<file path="src/rtl/assert_macros.svh">
// assertion macros for the led pattern generator rtl
// no dependencies; assertions compile away when SYNTHESIS is defined
`ifndef ASSERT_MACROS_SVH
`define ASSERT_MACROS_SVH

`ifndef SYNTHESIS

`define BLPG_ASSERT(lbl, clk_s, rstn_s, prop) \
  lbl: assert property (@(posedge clk_s) disable iff (!rstn_s) prop) \
    else $error("assertion failed");

`define BLPG_NEVER(lbl, clk_s, rstn_s, cond) \
  lbl: assert property (@(posedge clk_s) disable iff (!rstn_s) !(cond)) \
    else $error("forbidden condition seen");

`else

`define BLPG_ASSERT(lbl, clk_s, rstn_s, prop)

`define BLPG_NEVER(lbl, clk_s, rstn_s, cond)

`endif

`endif

</file>
<file path="src/rtl/blpg_pkg.sv">
// shared types, codes and constants for the bicolor led pattern generator
// no dependencies
package blpg_pkg;

  localparam int COUNTER_BITS = 16;
  localparam int CFG_DW       = 16;
  localparam int CFG_AW       = 3;
  localparam int MODE_W       = 4;

  typedef logic [COUNTER_BITS-1:0] cnt_t;
  typedef logic [CFG_DW-1:0]       cfg_word_t;

  typedef enum logic [0:0] {
    OP_TICK    = 1'b0,
    OP_REFRESH = 1'b1
  } op_t;

  typedef enum logic [MODE_W-1:0] {
    MODE_OFF          = 4'd0,
    MODE_GREEN        = 4'd1,
    MODE_RED          = 4'd2,
    MODE_SLOW_BLINK_G = 4'd3,
    MODE_SLOW_BLINK_R = 4'd4,
    MODE_FAST_BLINK_G = 4'd5,
    MODE_FAST_BLINK_R = 4'd6,
    MODE_FAST_STRB_G  = 4'd7,
    MODE_FAST_STRB_R  = 4'd8,
    MODE_SLOW_STRB_G  = 4'd9,
    MODE_SLOW_STRB_R  = 4'd10
  } mode_t;

  typedef enum logic [CFG_AW-1:0] {
    REG_SLOW_BLINK   = 3'd0,
    REG_FAST_BLINK   = 3'd1,
    REG_FAST_PERIOD  = 3'd2,
    REG_FAST_WINDOW  = 3'd3,
    REG_SLOW_PERIOD  = 3'd4,
    REG_SLOW_WINDOW  = 3'd5
  } reg_idx_t;

  localparam cfg_word_t RST_SLOW_BLINK  = 16'd35;
  localparam cfg_word_t RST_FAST_BLINK  = 16'd5;
  localparam cfg_word_t RST_FAST_PERIOD = 16'd100;
  localparam cfg_word_t RST_FAST_WINDOW = 16'd25;
  localparam cfg_word_t RST_SLOW_PERIOD = 16'd50;
  localparam cfg_word_t RST_SLOW_WINDOW = 16'd10;

  typedef struct packed {
    op_t               op;
    logic [MODE_W-1:0] mode;
  } item_t;

  typedef struct packed {
    logic red;
    logic green;
  } lvl_t;

  // config values already fitted to the counter width
  typedef struct packed {
    cnt_t slow_blink;
    cnt_t fast_blink;
    cnt_t fast_period;
    cnt_t fast_window;
    cnt_t slow_period;
    cnt_t slow_window;
  } cfg_t;

  // zero-extend or truncate a register value to the counter width
  function automatic cnt_t to_cnt(input cfg_word_t w);
    logic [COUNTER_BITS+CFG_DW-1:0] ext;
    ext = {{COUNTER_BITS{1'b0}}, w};
    return ext[COUNTER_BITS-1:0];
  endfunction

endpackage

</file>
<file path="src/rtl/bicolor_led_pattern_generator_unit.sv">
// Bicolor LED pattern generator. Each input item is a tick (in_tuser 0), which
// counts the blink and strobe counters down, or a refresh (in_tuser 1), which
// applies the mode in in_tdata and updates the green/red levels; every item
// gives exactly one result with both levels. One item is taken per clock while
// the output is not stalled: an input register feeds a single pass of compare
// and counter logic whose result lands in the output register, which drives
// out_tvalid and holds it until out_tready takes it. Configuration writes
// on cfg_* are always ready and take effect the next cycle.
// depends on blpg_pkg, blpg_cfg_regs, blpg_core and assert_macros.svh
`include "assert_macros.svh"

module bicolor_led_pattern_generator_unit import blpg_pkg::*; (
  input  logic              clk,
  input  logic              rst_n,
  input  logic              in_tvalid,
  output logic              in_tready,
  input  logic [7:0]        in_tdata,   // [3:0] mode, [7:4] zero
  input  logic              in_tuser,   // [0] operation
  output logic              out_tvalid,
  input  logic              out_tready,
  output logic [7:0]        out_tdata,  // [0] green_on, [1] red_on, [7:2] zero
  input  logic              cfg_valid,
  output logic              cfg_ready,
  input  logic [CFG_AW-1:0] cfg_addr,
  input  cfg_word_t         cfg_data
);

  cfg_t  cfg;
  logic  in_valid_r;
  item_t in_item_r;
  logic  out_valid_r;
  lvl_t  out_lvl_r;
  lvl_t  lvl;
  lvl_t  lvl_nxt;
  logic  advance;
  logic  proc;

  assign cfg_ready = 1'b1;

  blpg_cfg_regs u_cfg (
    .clk     (clk),
    .rst_n   (rst_n),
    .wr_en   (cfg_valid && cfg_ready),
    .wr_addr (cfg_addr),
    .wr_data (cfg_data),
    .cfg     (cfg)
  );

  // output register free or emptied this cycle
  assign advance   = !out_valid_r || out_tready;
  assign proc      = in_valid_r && advance;
  assign in_tready = !in_valid_r || advance;

  always_ff @(posedge clk) begin
    if (!rst_n) begin
      in_valid_r <= 1'b0;
    end else if (in_tready) begin
      in_valid_r <= in_tvalid;
    end
  end

  always_ff @(posedge clk) begin
    if (in_tready) begin
      in_item_r.op   <= op_t'(in_tuser);
      in_item_r.mode <= in_tdata[MODE_W-1:0];
    end
  end

  blpg_core u_core (
    .clk        (clk),
    .rst_n      (rst_n),
    .item_valid (proc),
    .item       (in_item_r),
    .cfg        (cfg),
    .lvl        (lvl),
    .lvl_nxt    (lvl_nxt)
  );

  always_ff @(posedge clk) begin
    if (!rst_n) begin
      out_valid_r <= 1'b0;
    end else if (proc) begin
      out_valid_r <= 1'b1;
    end else if (out_tready) begin
      out_valid_r <= 1'b0;
    end
  end

  always_ff @(posedge clk) begin
    if (proc) begin
      out_lvl_r <= lvl_nxt;
    end
  end

  assign out_tvalid = out_valid_r;
  assign out_tdata  = {6'b0, out_lvl_r.red, out_lvl_r.green};

  // a held input item keeps its payload while the output side is stalled
  `BLPG_ASSERT(a_in_hold, clk, rst_n,
    (in_valid_r && !advance) |=> (in_valid_r && $stable(in_item_r)))
  // both leds are never lit together
  `BLPG_NEVER(a_no_both_on, clk, rst_n, lvl.green && lvl.red)
  // a tick reports the levels as they stood
  `BLPG_ASSERT(a_tick_keeps, clk, rst_n,
    (proc && in_item_r.op == OP_TICK) |=> (out_lvl_r == $past(lvl)))
  // refresh to off darkens both leds
  `BLPG_ASSERT(a_off_dark, clk, rst_n,
    (proc && in_item_r.op == OP_REFRESH && in_item_r.mode == MODE_OFF)
      |=> (out_lvl_r == '0))

endmodule

</file>
<file path="src/rtl/blpg_cfg_regs.sv">
// configuration register file of the led pattern generator
// depends on blpg_pkg
module blpg_cfg_regs import blpg_pkg::*; (
  input  logic              clk,
  input  logic              rst_n,
  input  logic              wr_en,
  input  logic [CFG_AW-1:0] wr_addr,
  input  cfg_word_t         wr_data,
  output cfg_t              cfg
);

  cfg_word_t slow_blink_r, fast_blink_r, fast_period_r;
  cfg_word_t fast_window_r, slow_period_r, slow_window_r;

  always_ff @(posedge clk) begin
    if (!rst_n) begin
      slow_blink_r  <= RST_SLOW_BLINK;
      fast_blink_r  <= RST_FAST_BLINK;
      fast_period_r <= RST_FAST_PERIOD;
      fast_window_r <= RST_FAST_WINDOW;
      slow_period_r <= RST_SLOW_PERIOD;
      slow_window_r <= RST_SLOW_WINDOW;
    end else if (wr_en) begin
      unique case (wr_addr)
        REG_SLOW_BLINK:  slow_blink_r  <= wr_data;
        REG_FAST_BLINK:  fast_blink_r  <= wr_data;
        REG_FAST_PERIOD: fast_period_r <= wr_data;
        REG_FAST_WINDOW: fast_window_r <= wr_data;
        REG_SLOW_PERIOD: slow_period_r <= wr_data;
        REG_SLOW_WINDOW: slow_window_r <= wr_data;
        default: ; // writes beyond the register list are dropped
      endcase
    end
  end

  assign cfg.slow_blink  = to_cnt(slow_blink_r);
  assign cfg.fast_blink  = to_cnt(fast_blink_r);
  assign cfg.fast_period = to_cnt(fast_period_r);
  assign cfg.fast_window = to_cnt(fast_window_r);
  assign cfg.slow_period = to_cnt(slow_period_r);
  assign cfg.slow_window = to_cnt(slow_window_r);

endmodule

</file>
<file path="src/rtl/blpg_core.sv">
// pattern state (counters, led levels, last mode) and its next-state logic
// depends on blpg_pkg
module blpg_core import blpg_pkg::*; (
  input  logic  clk,
  input  logic  rst_n,
  input  logic  item_valid,
  input  item_t item,
  input  cfg_t  cfg,
  output lvl_t  lvl,
  output lvl_t  lvl_nxt
);

  cnt_t              blink_cnt_r, blink_cnt_nxt;
  cnt_t              strobe_cnt_r, strobe_cnt_nxt;
  lvl_t              lvl_r;
  logic [MODE_W-1:0] last_mode_r, last_mode_nxt;

  always_comb begin
    cnt_t half;
    cnt_t period;
    cnt_t window;
    logic use_red;
    logic do_blink;
    logic do_strobe;

    blink_cnt_nxt  = blink_cnt_r;
    strobe_cnt_nxt = strobe_cnt_r;
    lvl_nxt        = lvl_r;
    last_mode_nxt  = last_mode_r;
    half           = '0;
    period         = '0;
    window         = '0;
    use_red        = 1'b0;
    do_blink       = 1'b0;
    do_strobe      = 1'b0;

    if (item.op == OP_TICK) begin
      if (blink_cnt_r != '0) blink_cnt_nxt = blink_cnt_r - cnt_t'(1);
      if (strobe_cnt_r != '0) strobe_cnt_nxt = strobe_cnt_r - cnt_t'(1);
    end else begin
      // mode change restarts both counters
      if (item.mode != last_mode_r) begin
        blink_cnt_nxt  = '0;
        strobe_cnt_nxt = '0;
        last_mode_nxt  = item.mode;
      end
      unique case (item.mode) inside
        MODE_GREEN: lvl_nxt = '{red: 1'b0, green: 1'b1};
        MODE_RED:   lvl_nxt = '{red: 1'b1, green: 1'b0};
        MODE_SLOW_BLINK_G, MODE_SLOW_BLINK_R: begin
          do_blink = 1'b1;
          half     = cfg.slow_blink;
          use_red  = (item.mode == MODE_SLOW_BLINK_R);
        end
        MODE_FAST_BLINK_G, MODE_FAST_BLINK_R: begin
          do_blink = 1'b1;
          half     = cfg.fast_blink;
          use_red  = (item.mode == MODE_FAST_BLINK_R);
        end
        MODE_FAST_STRB_G, MODE_FAST_STRB_R: begin
          do_strobe = 1'b1;
          period    = cfg.fast_period;
          window    = cfg.fast_window;
          half      = cfg.fast_blink;
          use_red   = (item.mode == MODE_FAST_STRB_R);
        end
        MODE_SLOW_STRB_G, MODE_SLOW_STRB_R: begin
          do_strobe = 1'b1;
          period    = cfg.slow_period;
          window    = cfg.slow_window;
          half      = cfg.slow_window;
          use_red   = (item.mode == MODE_SLOW_STRB_R);
        end
        default: lvl_nxt = '0; // off, including the unused codes
      endcase

      if (do_strobe) begin
        if (strobe_cnt_nxt == '0 || strobe_cnt_nxt >= period) strobe_cnt_nxt = period;
        if (strobe_cnt_nxt <= window) do_blink = 1'b1;
        else lvl_nxt = '0;
      end

      // toggle only when the half period has run out
      if (do_blink && blink_cnt_nxt == '0) begin
        blink_cnt_nxt = half;
        if (use_red) lvl_nxt = '{red: ~lvl_r.red, green: 1'b0};
        else lvl_nxt = '{red: 1'b0, green: ~lvl_r.green};
      end
    end
  end

  always_ff @(posedge clk) begin
    if (!rst_n) begin
      blink_cnt_r  <= '0;
      strobe_cnt_r <= '0;
      lvl_r        <= '0;
      last_mode_r  <= '0;
    end else if (item_valid) begin
      blink_cnt_r  <= blink_cnt_nxt;
      strobe_cnt_r <= strobe_cnt_nxt;
      lvl_r        <= lvl_nxt;
      last_mode_r  <= last_mode_nxt;
    end
  end

  assign lvl = lvl_r;

endmodule

</file>
<file path="config.mk">
export PLATFORM = sky130hd
export DESIGN_NAME = bicolor_led_pattern_generator_unit
export DESIGN_NICKNAME = d
export VERILOG_FILES = /design/src/rtl/blpg_pkg.sv /design/src/rtl/bicolor_led_pattern_generator_unit.sv /design/src/rtl/blpg_cfg_regs.sv /design/src/rtl/blpg_core.sv
export VERILOG_INCLUDE_DIRS = /design/src /design/src/rtl
export SDC_FILE = /design/constraint.sdc
export NUM_CORES = 1
export LEC_CHECK = 0
export BUFFER_PORTS_ARGS = -buffer_cell sky130_fd_sc_hd__buf_2
export CAP_MARGIN = 20
export CORE_MARGIN = 2
export CORE_UTILIZATION = 60
export CTS_CLUSTER_DIAMETER = 100
export CTS_CLUSTER_SIZE = 25
export DETAILED_ROUTE_END_ITERATION = 8
export GPL_ROUTABILITY_DRIVEN = 0
export PLACE_DENSITY = 0.85
export SLEW_MARGIN = 20
export SYNTH_ARGS = -nofsm -noshare
export SYNTH_HDL_FRONTEND = slang
export SYNTH_SLANG_ARGS = --single-unit
</file>
<file path="constraint.sdc">
create_clock -name clk -period 6.1 [get_ports clk]
set_input_delay 0.305 -clock clk [delete_from_list [all_inputs] [get_ports clk]]
set_output_delay 0.305 -clock clk [all_outputs]
set_load 0.05 [all_outputs]
</file>
After elaboration in Yosys (flattened, before gate mapping)
Index checks and enable logic that the tools add are counted.
Widths: inputs -> output; s select.
{ "totals": {"reg_bits": 143, "latch_bits": 0, "mem_bits_rw": 0, "rom_bits": 0, "in_bits": 33, "out_inout_bits": 11, "word_cells": 105, "memories": 0} }
{ "op_classes": {"add_sub_neg": 2, "mul": 0, "div_mod_pow": 0, "order_cmp": 2, "n_eq_ne": 16, "shifts": 0, "mux": 34, "bitwise": 2, "reduce_logical": 32} }
{ "ops": {"columns": ["operator", "n"], "rows": [
  ["$mux 16", 15],
  ["$pmux 16 s2", 2],
  ["$pmux 16 s3", 1],
  ["$logic_not 16->1", 2],
  ["$reduce_bool 16->1", 2],
  ["$sub 16x1->16 const B", 2],
  ["$eq 4x3->1 const B", 4],
  ["$ge 16x16->1", 1],
  ["$le 16x16->1", 1],
  ["$reduce_and 2->1", 8],
  ["$eq 4x4->1 const B", 3],
  ["$reduce_or 4->1", 3],
  ["$mux 2", 5],
  ["$mux 1", 9],
  ["$eq 4x2->1 const B", 2],
  ["$reduce_or 2->1", 4],
  ["$reduce_or 8->1", 1],
  ["$eq 3x2->1 const B", 2],
  ["$eq 3x3->1 const B", 2],
  ["$pmux 2 s3", 1],
  ["$reduce_bool 2->1", 3],
  ["$eq 4x1->1 const B", 1],
  ["$ne 4x4->1", 1],
  ["$pmux 1 s4", 1],
  ["other kinds (7)", 12]
]} }

Logic depth before layout (Yosys ltp)
Gate-level depths: netlist (run 1).
{ "logic_depth": {"depth_word": 16, "ltp_mapped": 26} }

By module
Synthesis (run 1) repeated with hierarchy kept, for this count alone.
{ "unflattened": {"cells_unflattened": 976, "hier_area_um2": 8251.7} }
{ "modules_own_cells": {"columns": ["module", "n_inst", "cells_per_inst", "area_each_um2"], "rows": [
  ["blpg_core", 1, 605, 4266.6],
  ["blpg_cfg_regs", 1, 347, 3633.5],
  ["bicolor_led_pattern_generator_unit", 1, 24, 351.6]
]} }

Worst setup path before layout (run 1)
OpenSTA, ideal clock, no wires.
{ "synth_timing": {"path_kind": "flip-flop to flip-flop", "from": "register in_item_r[2] (netlist bit)", "to": "register out_lvl_r (netlist bit out_tdata[1]), data pin", "setup_ns": 0.152, "t_arrival_ns": 5.217, "required_time_ns": 5.948, "slack_ns": 0.731, "stages_incl_launch_ff": 26, "synth_period_minus_slack_ns": 5.369, "path_cell_list": "edfxtp_1 buf_2 xor2_1 nor4_1 clkbuf_1 clkbuf_1 and2_1 ha_1 and3_1 a221o_1 nand2_1 and3_4 nand2_4 buf_2 nor2_1 a21oi_1 ha_1 nand4_1 nor2_1 o2bb2ai_1 a2111oi_1 o21ai_0 a22o_1 buf_6 or3b_1 a31oi_1"} }
{ "synth_rtl": {"columns": ["element", "line", "source"], "rows": [
  ["start, declared", "bicolor_led_pattern_generator_unit.sv:30", "item_t in_item_r;"],
  ["end signal, assigned", "bicolor_led_pattern_generator_unit.sv:91", "out_lvl_r <= lvl_nxt;"],
  ["end, declared", "bicolor_led_pattern_generator_unit.sv:32", "lvl_t out_lvl_r;"]
]} }

Worst setup path in the final report (run 1)
{ "layout_timing": {"from": "register in_item_r[0] (netlist bit)", "to": "register u_core.blink_cnt_r[8]"} }
{ "layout_via": {"elab_chain_len": 16} }
{ "layout_lines": {"columns": ["element", "line", "source"], "rows": [
  ["$eq 4x4->1 (no line) or $eq 4x3->1 (tied branches)", null, null],
  ["$reduce_or 2->1", null, null],
  ["$pmux 16 s2", "blpg_core.sv:47", "unique case (item.mode) inside"],
  ["$mux 16", "blpg_core.sv:37", "if (item.op == OP_TICK) begin"],
  ["$ge 16x16->1", "blpg_core.sv:78", "if (strobe_cnt_nxt == '0 || strobe_cnt_nxt >= period) strobe_cnt_nxt = period;"],
  ["$logic_or 1x1->1", "blpg_core.sv:78", null],
  ["$mux 16", "blpg_core.sv:78", null],
  ["$mux 16", "blpg_core.sv:77", "if (do_strobe) begin"],
  ["$mux 16", "blpg_core.sv:37", null],
  ["$le 16x16->1", "blpg_core.sv:79", "if (strobe_cnt_nxt <= window) do_blink = 1'b1;"],
  ["$mux 1", "blpg_core.sv:79", null],
  ["$mux 1", "blpg_core.sv:77", null],
  ["$mux 1", "blpg_core.sv:37", null],
  ["$logic_and 1x1->1", "blpg_core.sv:84", "if (do_blink && blink_cnt_nxt == '0) begin"],
  ["$mux 16 (*)", "blpg_core.sv:84", null],
  ["$mux 16 (*)", "blpg_core.sv:37", null],
  ["end signal, assigned", "blpg_core.sv:99", "blink_cnt_r <= blink_cnt_nxt;"],
  ["end, declared", "blpg_core.sv:13", "cnt_t blink_cnt_r, blink_cnt_nxt;"]
]} }
Every way passes the cells marked *; elsewhere a longest branch is shown, timed or not. The select of a mux whose other input is x is not followed.
A chain may end at the register's enable or synchronous reset.

==> impl_metrics.toml, run 1 <==
[finish]
stdcell_count = 1244
fin_nets = 1126
diodes = 0
drive_gt1_frac = 0.1101
areaGrowthSynthToFinish_pct = 12.09

[sta]
rsz0062_at_grt = "no"
post-route-period-util = 0.9325
fin_setup_tns_ns = 0
maxSlewHeadroom = 0.4389
slew_violations = 0
fmax_ghz = 0.1758
fin_crit_ns = 5.688
finClkSkew_ns = 0.009279
finalSetupViolCount = 0
tightest_slew_ns = 0.8407
finalHoldViolCount = 0

[cts]
clock_sinks = 143
cts_tree = "yes"
cts_resized = 0
ctsHtreeMaxLevel = 4
cts_buffers = 17
cts-root-buf = "clkbuf_16"
cts_max_path_buffers = 2
path_clk_slew_ns = 0.06
clk_latency_ns = 0.44

[route]
drt-initial-drc-count = 1103
first_pass_iters = 7
vias_per_cell = 6.370
drc = 0
vias = 7924
avgRoutedWirePerCell_um = 18.33
final_antenna_net_count = 0
wl_mm = 22.80

[critical_path]
path_delay_family = "compound AO/OA/AOI/OAI gates"
start_kind = "register"
cp_max_fo = 35
arrival_ns = 6.05
max_stage_delay_ns = 0.61
worstPathCellList = "or4b_1 > o21ai_2 > buf_12 > a22o_1 > ha_1 > nand2b_1 > a21oi_1 > o21ai_0 > a41oi_1 > nand2_4 > nor2_1 > a21oi_1 > ha_1 > a21oi_1 > o21ai_0 > o2bb2ai_1 > a2111oi_1 > buf_4 > o211ai_1 > a22o_1 > buf_4 > or3_1 > a21oi_1"
worstPathRequired_ns = 6.46
cpMostUsedCell = "a21oi_1"
critPathSlowestCell = "or4b_1"
end_kind = "register"
crit_buf_inv = 3
worstSetupPathType = "reg2reg"

[logic_synthesis]
ys.flop_type = "dfxtp_1"
postSynthAreaPerCell_um2 = 7.577
synth_area_um2 = 7858
async_flop_share = 0
syn_inst = 1037
ys_seq_area_frac = 0.3732
yosysUniqueCellTypes = 74
ys_seq_elements = 143
ys_warn_count = 0
synth_edf_count = 7

[worst_hold_path]
hp-class = "in2reg"

[die]
core_area_um2 = 12720
fp.dieH_um = 118.4
rows = 41
start_util = 0.6176
dieArea_um2 = 14030
die-width_um = 118.4
num_io_pins = 44

[run]
maxCapViolations = 0

[place]
dp_hpwl_mm = 15.00
dp.cells = 1208
numPortBuffers = 32

[global_route]
grt_usage = 0.3228
grt_max_degree = 56
overflow = 0
grt_pass1_wl_mm = 36.09
antenna_found_initial = 0
grt_pass1_vias = 7020

[power_and_ir_drop]
power-per-cell-area_nw_per_um2 = 282.5
irDropWorstVdd_v = 0.0002156
leakage_nw = 3.373

[outcome]
status = "finished, final reports clean"
per-layer routing:
metal / vias to the layer above / part of all wire / track usage
li1: 3743 / - / -
met5: - / 0 / 0
met4: 0 / 0.028 / 0.1317
met2: 426 / 0.46 / 0.4986
met1: 3692 / 0.41 / 0.4356
met3: 63 / 0.10 / 0.07481
state kept, by name, indices dropped and copies added, names as in the netlist, 2 cells and up:
signal and cells:
u_cfg.fast_blink_r 16, u_cfg.fast_period_r 16, u_cfg.fast_window_r 16, u_cfg.slow_blink_r 16, u_cfg.slow_period_r 16, u_cfg.slow_window_r 16
u_core.blink_cnt_r 16, u_core.strobe_cnt_r 16, in_item_r 5, u_core.last_mode_r 4, out_tdata 2, u_core.lvl 2
worst register-to-register path, stage by stage, from the launching register on:
cell	delay, ns
edfxtp_1	0.38
or4b_1	0.61
o21ai_2	0.12
buf_12	0.22
a22o_1	0.31
ha_1	0.26
nand2b_1	0.14
a21oi_1	0.13
o21ai_0	0.11
a41oi_1	0.35
nand2_4	0.28
nor2_1	0.17
a21oi_1	0.08
ha_1	0.34
a21oi_1	0.16
o21ai_0	0.14
o2bb2ai_1	0.14
a2111oi_1	0.42
buf_4	0.20
o211ai_1	0.09
a22o_1	0.29
buf_4	0.19
or3_1	0.37
a21oi_1	0.14
cell type report:
type | instances | area, um2
Clock buffer | 21 | 470.5
Timing Repair Buffer | 66 | 440.4
Tap cell | 172 | 215.2
Multi-Input combinational cell | 814 | 4606
Inverter | 17 | 63.81
Clock inverter | 11 | 78.83
Fill cell | 1076 | 3915
Sequential cell | 143 | 2933
path summary, 6_finish.rpt:
check                                            start                endpoint  slack, ns  depth (start not counted)
worst max-delay path                      in_item_r[0]   u_core.blink_cnt_r[8]       0.41                         23
worst min-delay path                       in_tdata[1]            in_item_r[1]       0.05                          1
worst max register to register            in_item_r[0]   u_core.blink_cnt_r[8]       0.41                         23
worst min register to register  u_cfg.slow_period_r[6]  u_cfg.slow_period_r[6]       0.46                          2
kinds of logic after synthesis:
logic type | Yosys count | share of synthesized area
buffers and inverters | 85 | 0.04665
XOR/XNOR | 9 | 0.01003
other | 2 | 0.0009558
flip-flops | 143 | 0.3732
adder cells (fa/ha/maj) | 36 | 0.05669
AO/OA/AOI/OAI | 308 | 0.2479
AND/OR/NAND/NOR | 454 | 0.2645
cells in the final DEF (no fill, tap or decap), types with 16 or more instances in the layout:
cell	count
clkbuf_16	17
ha_1	34
nor2_1	67
dfxtp_1	136
buf_2	32
a222oi_1	16
nand2_1	252
buf_4	32
nand3_1	29
o21ai_0	40
a22oi_1	33
inv_1	16
a21oi_1	140
nor3_1	19
and2_1	19
cells in the mapped netlist, types with 9 or more instances:
master      n  area, um2
and2_1     19      118.9
o21ai_0    40      200.2
o211ai_1   12      90.09
a31oi_1    11      68.82
nand2_1   252      945.9
inv_1      17      63.81
or3_1      12      75.07
nand2b_1    9      56.30
nand3_1    29      145.1
a222oi_1   16      160.2
clkbuf_1   48      180.2
a21oi_1   140      700.7
nor3_1     20      100.1
dfxtp_1   136       2723
buf_2      11      55.05
a22oi_1    33      247.7
nor2_1     68      255.2
ha_1       34      425.4
metrics by stage:
step,util,worst slack (ns),instance area [um2],power [mW],hold WS [ns]
floorplan,-,0.7309,7876,1.381,0.4039
global placement,0.6457,0.4979,8214,1.498,0.4409
detailed placement,0.6462,0.3633,8222,1.509,0.4460
CTS,0.6894,0.3422,8771,2.476,0.04272
global route,0.6923,0.09843,8807,2.583,0.04458
finish,0.6923,0.4116,8807,2.488,0.05350
power breakdown:
| part | leakage [nW] | internal (mW) | switching, mW |
|---|---|---|---|
| Combinational | 1.93 | 0.186 | 0.310 |
| Clock | 0.267 | 0.553 | 0.423 |
| Sequential | 1.18 | 0.979 | 0.0362 |
what timing repair did:
action	CTS	global route
buffers inserted	0	3
endpoints found under the setup margin	0	3
hold buffers	0	0
Power figures use the tool's default switching activity.
==> run 2, diff against run 1 <==
--- a/config.mk
+++ b/config.mk
@@ -6,15 +6,15 @@
 export SDC_FILE = /design/constraint.sdc
 export NUM_CORES = 1
 export LEC_CHECK = 0
-export BUFFER_PORTS_ARGS = -buffer_cell sky130_fd_sc_hd__buf_2
 export CAP_MARGIN = 20
 export CORE_MARGIN = 2
 export CORE_UTILIZATION = 60
 export CTS_CLUSTER_DIAMETER = 100
 export CTS_CLUSTER_SIZE = 25
 export DETAILED_ROUTE_END_ITERATION = 8
+export DONT_BUFFER_PORTS = 1
 export GPL_ROUTABILITY_DRIVEN = 0
-export PLACE_DENSITY = 0.85
+export PLACE_DENSITY = 0.82
 export SLEW_MARGIN = 20
 export SYNTH_ARGS = -nofsm -noshare
 export SYNTH_HDL_FRONTEND = slang
==> impl_metrics.toml, run 2 (synthesis gave the netlist of run 1 again) <==
[finish]
stdcell_count = 1225
areaGrowthSynthToFinish_pct = 12.45
final_common_cell = "nand2_1"
layout_common_cells = "nand2_1 (252), a21oi_1 (140), dfxtp_1 (136)"
drive_gt1_frac = 0.08642
fin_nets = 1107
diodes = 0

[critical_path]
worstSetupPathType = "reg2reg"
cp_max_fo = 35
arrival_ns = 6.07
start_kind = "register"
worstPathRequired_ns = 6.46
end_kind = "register"

[route]
vias = 7797
wl_met2_mm = 10.51
wl_met1_mm = 9.345
wl_mm = 22.92
avgRoutedWirePerCell_um = 18.71
topRoutingLayerUsed = "met4"
drc = 0
final_antenna_net_count = 0
vias_per_cell = 6.365
met3WireLength_mm = 2.448
drt-initial-drc-count = 961
first_pass_iters = 6

[sta]
slew_violations = 0
rsz0062_at_grt = "no"
fin_setup_tns_ns = 0
holdWs_ns = 0.003648
fin_crit_ns = 5.711
tightest_slew_ns = 0.8492
fmax_ghz = 0.1751
finalHoldViolCount = 0
finalSetupViolCount = 0
finClkSkew_ns = 0.006634
post-route-period-util = 0.9363
maxSlewHeadroom = 0.4301

[die]
core_area_um2 = 12720
die-width_um = 118.4
rows = 41
dieArea_um2 = 14030
fp.dieH_um = 118.4
num_io_pins = 44
start_util = 0.6176

[cts]
ctsHtreeMaxLevel = 4
cts_buffers = 17
cts_max_path_buffers = 2
path_clk_slew_ns = 0.06
cts_tree = "yes"
clk_latency_ns = 0.43
clock_sinks = 143
cts-root-buf = "clkbuf_16"

[outcome]
status = "finished, final reports clean"

[worst_hold_path]
hp-class = "in2reg"

[global_route]
antenna_found_initial = 0
grt_usage = 0.3242
grt_pass1_wl_mm = 36.34
grt_max_degree = 61
overflow = 0
grt_pass1_vias = 6919

[place]
numPortBuffers = 0
dp.cells = 1174
dp_hpwl_mm = 14.75

[power_and_ir_drop]
irDropWorstVdd_v = 0.0002851
power-per-cell-area_nw_per_um2 = 284.3
power.total_mw = 2.512
leakage_nw = 3.312

[run]
maxCapViolations = 0
[run 2: changes by cell type in the layout (fill, tap and decap cells not counted), sizes merged]
cell,before,now
buf,66,32
bufinv,0,1
clkinv,4,8
clkinvlp,3,0
dlygate4sd3,0,15
inv,21,19
[run 2: worst max-delay path, stage by stage, from the launching register on]
cell and delay, ns:
edfxtp_1 0.46, or4b_1 0.57, o21ai_2 0.09, buf_4 0.30, a22oi_1 0.12, buf_4 0.18
ha_1 0.26, nand4_1 0.13, nor3_1 0.32, a41oi_2 0.26, nand2_8 0.26, nor2_1 0.06
a21oi_1 0.15, ha_1 0.28, a21oi_1 0.14, o21ai_0 0.12, o2bb2ai_1 0.14, a2111oi_1 0.41
buf_4 0.20, o21ai_0 0.09, a22o_1 0.34, buf_4 0.21, or3_1 0.38, a21oi_1 0.15
[run 2: metrics by stage]
step | setup slack (ns) | util | area, um2
after global placement | 0.3292 | 0.6309 | 8026
after CTS | 0.2901 | 0.6865 | 8733
after detailed placement | 0.3333 | 0.6311 | 8029
final | 0.3887 | 0.6945 | 8836
after global routing | 0.005806 | 0.6945 | 8836
after floorplan | 0.7309 | - | 7876
[run 2: final cells by class]
cell class              count  area (um2)
multi-input cells         814        4649
fillers                  1043        3886
flip-flops and latches    143        2933
clock buffers              21       481.7
repair buffers             47       390.4
well taps                 172       215.2
clock inverters            11       102.6
inverters                  17       63.81
[run 2: metal layers]
layer  track usage  up-vias
li1              -     3703
met1        0.4357     3619
met2        0.5145      422
met3       0.07095       53
met4        0.1138        0
met5             0        -
[run 2: path summary, 6_finish.rpt]
kind	to	slack [ns]	cells past startpoint	startpoint
max	u_core.blink_cnt_r[12]	0.39	23	in_item_r[2]
min	u_cfg.slow_period_r[5]	0.004	2	cfg_data[5]
max reg2reg	u_core.blink_cnt_r[12]	0.39	23	in_item_r[2]
min reg2reg	u_cfg.fast_window_r[1]	0.45	2	u_cfg.fast_window_r[1]
[run 2: power breakdown]
part / internal, mW / switching, mW / total, mW
clock network: 0.608 / 0.411 / 1.02
logic: 0.185 / 0.288 / 0.473
registers: 0.979 / 0.0415 / 1.02
[run 2: what timing repair did]
item	in CTS	in global routing
hold buffers	12	3
buffers inserted	0	4
gates resized for setup	0	2
endpoints found under the hold margin	22	3
setup endpoints to repair	0	11
==> run 3, diff against run 2 <==
--- a/config.mk
+++ b/config.mk
@@ -18,4 +18,5 @@
 export SLEW_MARGIN = 20
 export SYNTH_ARGS = -nofsm -noshare
 export SYNTH_HDL_FRONTEND = slang
+export SYNTH_HIERARCHICAL = 1
 export SYNTH_SLANG_ARGS = --single-unit
==> impl_metrics.toml, run 3 <==
[logic_synthesis]
synthAdderAreaFrac = 0.05155
ys_seq_elements = 143
yosysMostFrequentCell = "nand2_1"
synth_top_family_by_area = "compound AO/OA/AOI/OAI gates"
synthMuxAreaShare = 0.1189
ys_seq_area_frac = 0.3554
ys_warn_count = 6
yosysUniqueCellTypes = 82
synth_area_leaders = "dfxtp_1 (33%), mux2i_1 (12%), nand2_1 (7.2%)"
synthXorXnorAreaFrac = 0.009553
synth_area_um2 = 8252
postSynthAreaPerCell_um2 = 8.455
yosysTopAreaCell = "dfxtp_1"
ys.flop_type = "dfxtp_1"
syn_inst = 976
synth_edf_count = 7
synth_top_cells_by_count = "nand2_1 (158), dfxtp_1 (136), mux2i_1 (98)"
yosys.area_share.simple = 0.2035
async_flop_share = 0
synth_top_area_frac = 0.3299
synth-compound-area-share = 0.2049

[sta]
finalHoldViolCount = 0
fmax_ghz = 0.1738
fin_setup_tns_ns = 0
tightest_slew_ns = 1.056
maxSlewHeadroom = 0.2862
holdWs_ns = 0.04681
finalSetupViolCount = 0
fin_crit_ns = 5.753
post-route-period-util = 0.9431
slew_violations = 0
rsz0062_at_grt = "no"
finClkSkew_ns = 0.008540

[route]
avgRoutedWirePerCell_um = 19.41
drt-initial-drc-count = 929
final_antenna_net_count = 0
drc = 0
vias_per_cell = 6.493
first_pass_iters = 9
vias = 7454
wl_mm = 22.28

[critical_path]
start_kind = "register"
crit_end = "u_core/blink_cnt_r[1]"
arrival_ns = 6.11
cp_max_fo = 35
rr_worst_depth = 20
r2r-start = "in_item_r[0]"
worstPathRequired_ns = 6.46
worstSetupPathType = "reg2reg"
crit_start = "in_item_r[0]"
r2r_slack_ns = 0.35
end_kind = "register"
r2r-end = "u_core/blink_cnt_r[1]"

[cts]
cts-root-buf = "clkbuf_16"
cts_tree = "yes"
clk_latency_ns = 0.43
ctsHtreeMaxLevel = 4
cts_max_path_buffers = 2
path_clk_slew_ns = 0.06
clock_sinks = 143
cts_buffers = 17

[outcome]
status = "finished, final reports clean"

[power_and_ir_drop]
leakage_nw = 3.793
irDropWorstVdd_v = 0.0002971
power-per-cell-area_nw_per_um2 = 273.9

[finish]
fillerInstances = 1058
layout_common_cells = "nand2_1 (158), dfxtp_1 (136), mux2i_1 (98)"
final_common_cell = "nand2_1"
diodes = 0
drive_gt1_frac = 0.08436
areaGrowthSynthToFinish_pct = 10.05
fin_nets = 1027

[die]
core_area_um2 = 13350
num_io_pins = 44
start_util = 0.6182
dieArea_um2 = 14710
die-width_um = 121.3
fp.dieH_um = 121.3
rows = 42

[global_route]
grt_usage = 0.3057
antenna_found_initial = 0
grt_max_degree = 154
grt_pass1_vias = 6741
overflow = 0
grt_pass1_wl_mm = 35.01

[worst_hold_path]
worstHoldStart = "rst_n"
hp-class = "in2reg"

[run]
maxCapViolations = 0

[place]
dp_hpwl_mm = 14.47
numPortBuffers = 0
[run 3: stage by stage]
step	total power [mW]	utilization	area, um2	std cells	worst slack [ns]
final	2.487	0.6804	9081	1148	0.3468
after global routing	2.579	0.6804	9081	1148	0.04053
after CTS	2.483	0.6770	9036	1146	0.2885
after detailed placement	1.421	0.6263	8359	1107	0.2989
after global placement	1.413	0.6254	8348	1106	0.4453
after floorplan	1.343	-	8270	981	0.6458
[run 3: worst max-delay path, cell delays in order, from the launching register on]
cell       delay [ns]
edfxtp_1         0.38
or4b_2           0.71
nand2_1          0.16
buf_12           0.22
a22oi_1          0.18
ha_1             0.33
a211o_1          0.26
a31oi_1          0.17
o221ai_1         0.18
a21boi_0         0.28
and2_1           0.36
buf_4            0.26
o21ai_0          0.10
ha_1             0.35
a21oi_1          0.14
o21ai_0          0.09
a221oi_1         0.34
a31oi_2          0.23
a2111oi_0        0.58
o21ai_0          0.18
a21oi_1          0.17
[run 3: logic make-up after synthesis]
| logic type | count (synthesis) |
|---|---|
| DFF | 143 |
| muxes | 98 |
| other | 2 |
| adders and majority gates | 34 |
| xor gates and xnor gates | 9 |
| buffers and inverters | 97 |
| and+or+nand+nor | 344 |
| AOI/OAI and AO/OA | 249 |
[run 3: routing by layer]
layer  GRT usage  wire length, um  part of all wire
met2      0.4719            10040              0.45
met1      0.4241             9750              0.44
met4      0.1178              628             0.028
met3     0.05733             1860             0.083
met5           0                0                 0
[run 3: report_power, final]
group          total (mW)  switching (mW)  leakage (nW)  internal (mW)
Clock                1.06           0.421         0.283          0.638
Sequential           1.01          0.0359          1.18          0.976
Combinational       0.417           0.263          2.33          0.153
Total                2.49           0.720          3.79           1.77
[run 3: worst min path at each step]
stage	to	slack, ns	cells past startpoint
detailed placement	in_item_r[2]	0.40	0
floorplan	in_item_r[0]	0.40	0
finish	u_core/strobe_cnt_r[9]	0.05	2
global route	in_valid_r	0.03	1
global placement	in_item_r[4]	0.40	0
CTS	u_core/blink_cnt_r[7]	0.004	2
[run 3: final cells by class]
| type | instances | area (um2) | area share |
|---|---|---|---|
| multi-input cells | 741 | 4937 | 0.5437 |
| flip-flops and latches | 143 | 2933 | 0.3230 |
| clock buffers | 21 | 470.5 | 0.05180 |
| repair buffers | 35 | 311.5 | 0.03431 |
| well taps | 176 | 220.2 | 0.02425 |
| clock inverters | 10 | 126.4 | 0.01392 |
| inverters | 22 | 82.58 | 0.009093 |
[run 3: repair_timing]
action                                 CTS  global route
resized for setup                        0             1
setup endpoints to repair                0            19
endpoints found under the hold margin    8             0
hold buffers                             8             0
buffers inserted                         0             2
